File: src/rtl/lppd_pkg.sv
// Shared types and constants for the length-prefixed packet deframer.
package lppd_pkg;

	localparam int unsigned HeaderBytes = 4;
	localparam logic [15:0] MaxLenReset = 16'd384;

	typedef enum logic [1:0] {
		KIND_PAYLOAD  = 2'd0,
		KIND_EMPTY    = 2'd1,
		KIND_TOO_LONG = 2'd2,
		KIND_NO_ROOM  = 2'd3
	} kind_t;

	typedef struct packed {
		logic       valid;
		kind_t      kind;
		logic [7:0] payload_byte;
		logic       last_byte;
	} result_t;

endpackage

File: src/rtl/length_prefixed_packet_deframer.sv
// Top level of the length-prefixed packet deframer.
//
// Bytes from the serial link arrive on the input channel (in_valid/in_ready,
// rx_byte, room_available), one per transaction. Each packet opens with a
// four-byte header: a little-endian 16-bit length, a channel byte and a
// sender id byte. The fourth header byte samples room_available and checks
// the length against max_payload_length, written through
// max_payload_length_we/max_payload_length_wdata; the user must write it
// only while the block is idle, which the block itself does not enforce.
// Results leave on the output channel (out_valid/out_ready, kind,
// payload_byte, last_byte): each payload byte, an empty-packet marker, or a
// drop report; the payload of a dropped packet is swallowed without results.
// An accepted byte waits in the input register, is parsed there and its
// result, if any, is loaded into the output register once that is free, so
// one byte is taken every cycle while the output drains.
// If the receiver stalls, the output register holds and the input register
// fills; in_ready then drops until out_ready returns. Reset clears both
// valid flags and the parser state and restores the length limit to 384.
module length_prefixed_packet_deframer (
	input  logic                clk,
	input  logic                arst_n,
	input  logic                max_payload_length_we,
	input  logic [15:0]         max_payload_length_wdata,
	input  logic                in_valid,
	output logic                in_ready,
	input  logic [7:0]          rx_byte,
	input  logic                room_available,
	output logic                out_valid,
	input  logic                out_ready,
	output lppd_pkg::kind_t     kind,
	output logic [7:0]          payload_byte,
	output logic                last_byte
);
	import lppd_pkg::*;

	logic       valid_s1;
	logic [7:0] rx_byte_s1;
	logic       room_s1;
	logic       out_free;
	logic       step;
	result_t    result;

	assign out_free = !out_valid || out_ready;
	assign step     = valid_s1 && out_free;
	assign in_ready = !valid_s1 || step;

	always_ff @(posedge clk or negedge arst_n) begin
		if (!arst_n) begin
			valid_s1 <= 1'b0;
		end else if (in_ready) begin
			valid_s1 <= in_valid;
		end
	end

	always_ff @(posedge clk) begin
		if (in_ready && in_valid) begin
			rx_byte_s1 <= rx_byte;
			room_s1    <= room_available;
		end
	end

	lppd_parser u_parser (
		.clk                      (clk),
		.arst_n                   (arst_n),
		.max_payload_length_we    (max_payload_length_we),
		.max_payload_length_wdata (max_payload_length_wdata),
		.step                     (step),
		.rx_byte                  (rx_byte_s1),
		.room_available           (room_s1),
		.result                   (result)
	);

	always_ff @(posedge clk or negedge arst_n) begin
		if (!arst_n) begin
			out_valid <= 1'b0;
		end else if (out_free) begin
			out_valid <= step && result.valid;
		end
	end

	always_ff @(posedge clk) begin
		if (step && result.valid) begin
			kind         <= result.kind;
			payload_byte <= result.payload_byte;
			last_byte    <= result.last_byte;
		end
	end

endmodule

File: src/rtl/lppd_parser.sv
// Header parsing and payload counting state for the deframer.
module lppd_parser (
	input  logic              clk,
	input  logic              arst_n,
	input  logic              max_payload_length_we,
	input  logic [15:0]       max_payload_length_wdata,
	input  logic              step,
	input  logic [7:0]        rx_byte,
	input  logic              room_available,
	output lppd_pkg::result_t result
);
	import lppd_pkg::*;

	localparam logic [2:0] HdrLast = 3'(HeaderBytes - 1);
	localparam logic [2:0] HdrDone = 3'(HeaderBytes);

	logic [15:0] max_len_q;
	logic [2:0]  header_count_q, header_count_d;
	logic [7:0]  length_low_q, length_low_d;
	logic [15:0] remaining_q, remaining_d;
	logic        discarding_q, discarding_d;

	logic        in_header;
	logic [2:0]  hc_base;
	logic [15:0] length;
	logic [15:0] rem_dec;
	logic        too_long;

	always_ff @(posedge clk or negedge arst_n) begin
		if (!arst_n) begin
			max_len_q <= MaxLenReset;
		end else if (max_payload_length_we) begin
			max_len_q <= max_payload_length_wdata;
		end
	end

	always_ff @(posedge clk or negedge arst_n) begin
		if (!arst_n) begin
			header_count_q <= '0;
			length_low_q   <= '0;
			remaining_q    <= '0;
			discarding_q   <= 1'b0;
		end else if (step) begin
			header_count_q <= header_count_d;
			length_low_q   <= length_low_d;
			remaining_q    <= remaining_d;
			discarding_q   <= discarding_d;
		end
	end

	// A payload phase with nothing left falls back to header byte zero.
	assign in_header = (header_count_q < HdrDone) || (remaining_q == 16'd0);
	assign hc_base   = (header_count_q < HdrDone) ? header_count_q : 3'd0;
	assign length    = (hc_base == 3'd1) ? {rx_byte, length_low_q} : remaining_q;
	assign rem_dec   = remaining_q - 16'd1;
	assign too_long  = length > max_len_q;

	always_comb begin
		header_count_d      = header_count_q;
		length_low_d        = length_low_q;
		remaining_d         = remaining_q;
		discarding_d        = discarding_q;
		result.valid        = 1'b0;
		result.kind         = KIND_PAYLOAD;
		result.payload_byte = 8'd0;
		result.last_byte    = 1'b0;
		if (in_header) begin
			if (hc_base == 3'd0) begin
				length_low_d = rx_byte;
			end
			remaining_d = length;
			if (header_count_q >= HdrDone) begin
				discarding_d = 1'b0;
			end
			if (hc_base != HdrLast) begin
				header_count_d = hc_base + 3'd1;
			end else if (too_long || !room_available) begin
				result.valid = 1'b1;
				result.kind  = too_long ? KIND_TOO_LONG : KIND_NO_ROOM;
				if (length == 16'd0) begin
					header_count_d = 3'd0;
					discarding_d   = 1'b0;
				end else begin
					header_count_d = HdrDone;
					discarding_d   = 1'b1;
				end
			end else begin
				discarding_d = 1'b0;
				if (length == 16'd0) begin
					header_count_d = 3'd0;
					result.valid   = 1'b1;
					result.kind    = KIND_EMPTY;
				end else begin
					header_count_d = HdrDone;
				end
			end
		end else begin
			remaining_d = rem_dec;
			if (rem_dec == 16'd0) begin
				header_count_d = 3'd0;
			end
			if (discarding_q) begin
				if (rem_dec == 16'd0) begin
					discarding_d = 1'b0;
				end
			end else begin
				result.valid        = 1'b1;
				result.kind         = KIND_PAYLOAD;
				result.payload_byte = rx_byte;
				result.last_byte    = (rem_dec == 16'd0);
			end
		end
	end

endmodule

File: config.mk
export PLATFORM = sky130hd
export DESIGN_NAME = length_prefixed_packet_deframer
export DESIGN_NICKNAME = d
export VERILOG_FILES = /design/src/rtl/lppd_pkg.sv /design/src/rtl/length_prefixed_packet_deframer.sv /design/src/rtl/lppd_parser.sv
export SDC_FILE = /design/constraint.sdc
export NUM_CORES = 1
export LEC_CHECK = 0
export ABC_AREA = 0
export BUFFER_PORTS_ARGS = -buffer_cell sky130_fd_sc_hd__buf_2
export CORE_AREA = 2 2 89 91
export DETAILED_ROUTE_END_ITERATION = 8
export DIE_AREA = 0 0 91 93
export GPL_TIMING_DRIVEN = 0
export PLACE_DENSITY = 0.8
export SLEW_MARGIN = 20
export SYNTH_ARGS = -nofsm -noshare
export SYNTH_HDL_FRONTEND = slang
export SYNTH_HIERARCHICAL = 1
export SYNTH_SLANG_ARGS = --single-unit
File: constraint.sdc
create_clock -name clk -period 3.65 [get_ports clk]
set_input_delay 0.1825 -clock clk [delete_from_list [all_inputs] [get_ports clk]]
set_output_delay 0.1825 -clock clk [all_outputs]
set_load 0.05 [all_outputs]
==> results of run 1 <==
==> cells by family after synthesis <==
logic type | share of synthesized area
flip-flops | 0.452
buffers and inverters | 0.0571
XOR/XNOR | 0.00677
AO/OA/AOI/OAI | 0.158
AND/OR/NAND/NOR | 0.183
adder cells (fa/ha/maj) | 0.0677
multiplexers | 0.0758
==> state kept, by name (all words and copies together) (netlist names), 2 cells and up <==
register,count
rx_byte_s1,8
u_parser/header_count_q,3
payload_byte,8
u_parser/remaining_q,16
kind,2
u_parser/max_len_q,16
u_parser/length_low_q,8
==> critical path, delay by kind of cell, from the launching register on <==
kind | cells | cell delay, ns
flops | 1 | 0.43
buf+inv | 4 | 0.63
compound gates | 4 | 0.73
simple gates | 4 | 0.61
fa+ha+maj | 2 | 0.50
mux | 1 | 0.34
==> timing repair <==
item	4_1_cts	5_1_grt
setup buffers	3	5
hold buffers	0	6
gates resized for setup	16	12
pin swaps	1	4
setup endpoints to repair	15	12
hold endpoints to repair	0	49
==> layer usage <==
| layer | track usage | vias up |
|---|---|---|
| met5 | 0 | - |
| met4 | 0.105 | 0 |
| met3 | 0.0604 | 33 |
| met2 | 0.413 | 215 |
| met1 | 0.338 | 1630 |
| li1 | - | 1558 |
==> power by group through the flow <==
stage	registers, W	logic [W]	clock network, W
after floorplan	0.000968	0.000485	0
after global placement	0.000964	0.000661	0
after detailed placement	0.000968	0.000692	0
after CTS	0.000954	0.000714	0.000765
after global routing	0.000971	0.000825	0.000803
final	0.000962	0.000752	0.000758
==> Yosys cell counts, types with 3 or more instances <==
cell	n	area, sq um
nor4_1	8	50.1
edfxtp_1	20	601
o31ai_1	3	22.5
or3_1	6	37.5
or4_1	4	30.0
nand2_1	36	135
buf_6	3	33.8
mux2_2	19	214
nand2b_1	3	18.8
o21ai_0	34	170
a211oi_1	4	30.0
a22oi_1	4	30.0
or2_2	5	31.3
nor3_1	9	45.0
nand3_1	6	30.0
clkbuf_1	12	45.0
dfrtp_1	44	1100
inv_1	28	105
mux2i_1	8	80.1
a21oi_1	20	100
ha_1	21	263
and2_1	10	62.6
nor2b_1	4	25.0
nor2_1	17	63.8
nand4_1	8	50.1
==> final timing paths <==
check / startpoint / endpoint / slack, ns / cells after the start
max in group asynchronous: arst_n / u_parser/header_count_q[1]$_DFFE_PN0P_ / 2.85 / 2
min in group asynchronous: arst_n / u_parser/remaining_q[4]$_DFFE_PN0P_ / 0.39 / 2
min reg2reg: u_parser/max_len_q[8]$_DFFE_PN1P_ / u_parser/max_len_q[8]$_DFFE_PN1P_ / 0.52 / 2
max reg2reg: u_parser/header_count_q[2]$_DFFE_PN0P_ / kind[1]$_DFFE_PP_ / 0.12 / 15
max: u_parser/header_count_q[2]$_DFFE_PN0P_ / kind[1]$_DFFE_PP_ / 0.12 / 15
min: rx_byte[5] / rx_byte_s1[5]$_DFFE_PP_ / 0.02 / 1
==> layout make-up <==
| type | count | area (sq um) | area share |
|---|---|---|---|
| Buffer | 20 | 149 | 0.0316 |
| Clock buffer | 9 | 124 | 0.0263 |
| Clock inverter | 7 | 115 | 0.0244 |
| Inverter | 28 | 105 | 0.0223 |
| Multi-Input combinational cell | 274 | 2000 | 0.423 |
| Sequential cell | 66 | 1750 | 0.372 |
| Tap cell | 102 | 128 | 0.0271 |
| Timing Repair Buffer | 56 | 345 | 0.0732 |
==> metrics by stage <==
step	hold slack [ns]	instance area, sq um	total power (W)	setup WS (ns)
floorplan	-0.113	3890	0.00145	0.0922
global placement	0.361	4230	0.00162	-0.624
detailed placement	0.361	4230	0.00166	-0.760
CTS	0.00101	4560	0.00243	0.0290
global route	0.00230	4720	0.00260	-0.0162
finish	0.0206	4720	0.00247	0.125
==> results.py, run 1 <==
metrics = {
    "pwr": {
        "p_leak_nw": 2.01,
        "p_seq_frac": 0.389,
        "clock_power_share": 0.307,
        "power.share.combinational": 0.304,
        "power_density_nw_per_um2": 524,
        "swShare": 0.350,
        "power.switching_w": 0.000865,
        "ir_drop_mv": 0.389,
        "p_int_w": 0.00161,
    },
    "status": {
        "status": "complete, no violations",
    },
    "critical_path": {
        "critPathRequiredTime_ns": 3.71,
        "end_kind": "flop",
        "critical_path_class": "flop to flop",
        "slowest_delay_ns": 0.43,
        "crit_chain": "clkbuf_8 > nor2b_4 > ha_4 > buf_6 > buf_6 > mux2_2 > ha_1 > nand4_1 > a31o_2 > a21oi_4 > o31ai_2 > a21oi_1 > nand2_1 > nor2b_4 > buf_12",
        "crit_path_max_fanout": 10,
        "worst_ep_arrival_time_ns": 3.59,
        "cpMaxStageDelayCell": "dfrtp_1",
        "critPathLaunchType": "flop",
    },
    "global_route": {
        "grt_antenna_before_repair": 0,
        "grt_max_degree": 47,
        "grt-ovfl-total": 0,
        "grt_pass1_wl_mm": 16.9,
        "grt_usage": 0.257,
        "grt_pass1_vias": 3336,
    },
    "routing": {
        "drt_iter0_drc": 556,
        "wl_met1_mm": 4.46,
        "routed_wl_mm": 10.7,
        "routed.top_layer": "met4",
        "detail-route-antenna-nets": 0,
        "wl_met2_mm": 5.17,
        "dr.pass1.iters": 7,
        "via_count": 3436,
        "post_drt_via_cell_ratio": 6.11,
        "dr_wl_met3_um": 812,
        "remaining_drc_errors": 0,
        "wire_per_inst_um": 19.1,
    },
    "die": {
        "die_h_um": 93,
        "io_pins": 43,
        "core_sq_um": 7530,
        "die_w_um": 91,
        "start_util": 0.515,
        "num_rows": 32,
        "die-area_sq_um": 8460,
    },
    "final_layout": {
        "antenna_cells": 0,
        "final_cell_mix": "44 x dfrtp_1, 43 x buf_2, 35 x nand2_1, 34 x o21ai_0, 27 x inv_1",
        "fin_util": 0.626,
        "area_growth_syn_to_layout_pct": 21.5,
        "mostFrequentLayoutCell": "dfrtp_1",
        "final_cells": 562,
        "nFillCells": 610,
        "final_nets": 506,
        "layout-drive-gt1-share": 0.265,
    },
    "logic_synthesis": {
        "synth_cell_types": 63,
        "synth_seq_cells": 66,
        "synth-warning-count": 6,
        "synth_edf_count": 20,
        "synth_seq_area_share": 0.452,
        "synthCells": 388,
        "syn_avg_cell_area_sq_um": 10.0,
        "netlist_area_sq_um": 3880,
        "async_flop_share": 0.697,
        "syn_nets": 439,
        "synth-main-ff-cell": "dfrtp_1",
    },
    "worst_hold_path": {
        "hold_class": "primary input to flop",
    },
    "run": {
        "maxCapViolCount": 0,
    },
    "sta": {
        "min_period_over_period": 0.966,
        "finalHoldViolCount": 0,
        "setup_tns_ns": 0,
        "fmax_ghz": 0.284,
        "period_minus_slack_ns": 3.53,
        "setup_viol": 0,
        "relSlewSlack": 0.344,
        "fin_skew_ns": 0.0126,
        "worst_slew_pin_slew_ns": 0.959,
        "report.final.slew_viol_count": 0,
    },
    "clocking": {
        "root_buffer": "clkbuf_8",
        "cts_tree": "done",
        "clk_pin_slew_ns": 0.08,
        "htree_levels": 3,
        "clock_sinks": 66,
        "cts_buffers": 9,
        "cts.path.max_buffers": 2,
        "insertion_delay_ns": 0.35,
    },
    "place": {
        "io_buffer_count": 42,
        "dpl.hpwl_mm": 7.46,
        "place_congestion": 0.955,
        "placed_cells": 532,
    },
}
Note: power is estimated with default switching activity, not from simulation.
==> inputs of run 2 (changes only) <==
--- a/config.mk
+++ b/config.mk
@@ -6,14 +6,13 @@
 export NUM_CORES = 1
 export LEC_CHECK = 0
 export ABC_AREA = 0
-export BUFFER_PORTS_ARGS = -buffer_cell sky130_fd_sc_hd__buf_2
-export CORE_AREA = 2 2 89 91
+export CORE_AREA = 2 2 87 89
 export DETAILED_ROUTE_END_ITERATION = 8
-export DIE_AREA = 0 0 91 93
+export DIE_AREA = 0 0 89 91
+export DONT_BUFFER_PORTS = 1
 export GPL_TIMING_DRIVEN = 0
-export PLACE_DENSITY = 0.8
+export PLACE_DENSITY = 0.76
 export SLEW_MARGIN = 20
 export SYNTH_ARGS = -nofsm -noshare
 export SYNTH_HDL_FRONTEND = slang
-export SYNTH_HIERARCHICAL = 1
 export SYNTH_SLANG_ARGS = --single-unit
==> results.py, run 2 <==
metrics = {
    "die": {
        "die-area_sq_um": 8100,
        "core_sq_um": 7140,
        "die_h_um": 91,
        "die_w_um": 89,
        "num_rows": 31,
        "io_pins": 43,
        "start_util": 0.535,
    },
    "sta": {
        "period_minus_slack_ns": 3.56,
        "relSlewSlack": 0.545,
        "fin_skew_ns": 0.00873,
        "finalHoldViolCount": 0,
        "rsz0062_at_grt": "no",
        "report.final.slew_viol_count": 0,
        "setup_viol": 0,
        "worst_slew_pin_slew_ns": 0.683,
        "fmax_ghz": 0.281,
        "min_period_over_period": 0.977,
        "timing.hold.ws_ns": 0.0875,
    },
    "pwr": {
        "p_seq_frac": 0.346,
        "clock_power_share": 0.171,
        "power_density_nw_per_um2": 828,
        "p_int_w": 0.00209,
        "swShare": 0.443,
        "power.switching_w": 0.00166,
        "power.share.combinational": 0.482,
        "power_w": 0.00375,
        "p_leak_nw": 1.84,
        "ir_drop_mv": 0.328,
    },
    "critical_path": {
        "crit_path_max_fanout": 11,
        "critPathLaunchType": "flop",
        "worst_ep_arrival_time_ns": 3.64,
        "critical_path_class": "flop to flop",
        "end_kind": "flop",
        "critPathRequiredTime_ns": 3.72,
    },
    "routing": {
        "drt_iter0_drc": 319,
        "remaining_drc_errors": 0,
        "detail-route-antenna-nets": 0,
        "dr.pass1.iters": 4,
        "post_drt_via_cell_ratio": 5.98,
        "via_count": 3177,
        "wire_per_inst_um": 18.9,
        "routed_wl_mm": 10.0,
    },
    "status": {
        "status": "complete, no violations",
    },
    "final_layout": {
        "layout-drive-gt1-share": 0.144,
        "final_nets": 479,
        "mostFrequentLayoutCell": "nand2_1",
        "nFillCells": 601,
        "regArea_sq_um": 1750,
        "reg_top3": "u_parser.max_len_q: 16 flops, u_parser.remaining_q: 16 flops",
        "antenna_cells": 0,
        "final_cell_area_sq_um": 4530,
        "final_cell_mix": "47 x nand2_1, 45 x o21ai_0, 44 x dfrtp_1, 28 x dlygate4sd3_1, 23 x inv_1",
        "multiInputGateArea_sq_um": 1930,
        "area_growth_syn_to_layout_pct": 18.5,
    },
    "place": {
        "io_buffer_count": 0,
        "dpl.hpwl_mm": 6.87,
        "post_dp_cell_area_sq_um": 3960,
        "place_congestion": 0.935,
    },
    "logic_synthesis": {
        "synth-main-ff-cell": "dfrtp_1",
        "synth_seq_cells": 66,
        "synth-warning-count": 0,
        "synth_area_leaders": "dfrtp_1 29%, edfxtp_1 16%, ha_1 7.2%",
        "yosysTopAreaCellShare": 0.288,
        "synth_seq_area_share": 0.459,
        "netlist_top_cells_count": "47 x nand2_1, 45 x o21ai_0, 44 x dfrtp_1",
        "async_flop_share": 0.697,
        "synthCells": 387,
        "synth_most_common_cell": "nand2_1",
        "synth_edf_count": 20,
        "netlist_area_sq_um": 3820,
        "yosys.area.top_type": "dfrtp_1",
        "synth_cell_types": 56,
        "syn_avg_cell_area_sq_um": 9.87,
        "syn_nets": 439,
    },
    "clocking": {
        "htree_levels": 3,
        "cts_tree": "done",
        "clk_pin_slew_ns": 0.08,
        "clock_sinks": 66,
        "cts_buffers": 9,
        "insertion_delay_ns": 0.36,
        "root_buffer": "clkbuf_8",
        "cts.path.max_buffers": 2,
    },
    "run": {
        "maxCapViolCount": 0,
    },
    "global_route": {
        "grt_pass1_vias": 3187,
        "grt_usage": 0.268,
        "grt-ovfl-total": 0,
        "grt_antenna_before_repair": 0,
        "grt_pass1_wl_mm": 16.3,
        "grt_max_degree": 47,
    },
    "worst_hold_path": {
        "hold_class": "primary input to flop",
    },
}
[run 2: cell count changes after synthesis, sizes merged, moves of 5 or more]
cell,delta
inv,-5
mux2i,-6
nand2,+11
o21ai,+13
or2,-5
[run 2: logic make-up after synthesis]
| logic type | after synthesis | synth area share |
|---|---|---|
| and+or+nand+nor | 139 | 0.197 |
| AOI/OAI and AO/OA | 94 | 0.153 |
| DFF | 66 | 0.459 |
| buffers and inverters | 41 | 0.0481 |
| muxes | 22 | 0.0642 |
| adders and majority gates | 22 | 0.0720 |
| xor gates and xnor gates | 3 | 0.00688 |
[run 2: repair_timing]
item / 4_1_cts / 5_1_grt
buffers inserted: 1 / 0
endpoints found under the hold margin: 72 / 0
resized for setup: 7 / 2
hold buffers: 29 / 0
pin swaps: 1 / 0
endpoints found under the setup margin: 15 / 11
cloned: 0 / 0
[run 2: routing by layer]
metal / GRT usage / vias up / share of wire
met5: 0 / - / 0
met4: 0.0933 / 0 / 0.017
met3: 0.0755 / 19 / 0.068
met2: 0.416 / 132 / 0.49
met1: 0.358 / 1547 / 0.43
li1: - / 1479 / -
[run 2: per-stage QoR]
stage	setup TNS (ns)	std cells	util	worst slack [ns]
final	0	531	0.635	0.0854
after global routing	0	531	0.635	0.0414
after CTS	0	531	0.633	0.0673
after detailed placement	-9.87	486	0.555	-0.814
after global placement	-9.22	486	0.555	-0.771
after floorplan	0	387	-	0.0791
[run 2: path summary, 6_finish.rpt]
check	from	endpoint	slack, ns	cells after the start
max reg2reg	u_parser.header_count_q[2]$_DFFE_PN0P_	payload_byte[6]$_SDFFCE_PP0P_	0.09	12
min reg2reg	u_parser.header_count_q[1]$_DFFE_PN0P_	u_parser.header_count_q[1]$_DFFE_PN0P_	0.52	1
min	out_ready	out_valid$_DFFE_PN0P_	0.09	3
max in group asynchronous	arst_n	u_parser.max_len_q[7]$_DFFE_PN1P_	3.03	2
min in group asynchronous	arst_n	u_parser.remaining_q[15]$_DFFE_PN0P_	0.33	2
max	u_parser.header_count_q[2]$_DFFE_PN0P_	payload_byte[6]$_SDFFCE_PP0P_	0.09	12
[run 2: power by group through the flow]
stage / Combinational, W / Clock [W] / Sequential, W
4_1_cts: 0.00175 / 0.000647 / 0.00129
6_report: 0.00181 / 0.000642 / 0.00130
3_3_place_gp: 0.00161 / 0 / 0.00130
3_5_place_dp: 0.00167 / 0 / 0.00130
5_1_grt: 0.00199 / 0.000690 / 0.00132
2_1_floorplan: 0.00129 / 0 / 0.00123
[run 2: critical path, stage by stage (launching register included)]
cell	delay, ns
dfrtp_1	0.50
nor2b_2	0.29
ha_4	0.25
clkbuf_4	0.27
mux2_2	0.40
ha_1	0.33
nand4_1	0.18
inv_1	0.10
a221oi_1	0.09
a21oi_2	0.23
and3b_1	0.25
o31ai_4	0.22
buf_12	0.17
[run 2: layout make-up]
cell class,count,share of cell area
flip-flops and latches,66,0.387
clock buffers,11,0.0384
plain buffers,17,0.0218
repair buffers,30,0.0724
clock inverters,5,0.00856
well taps,99,0.0273
multi-input cells,280,0.425
inverters,23,0.0191
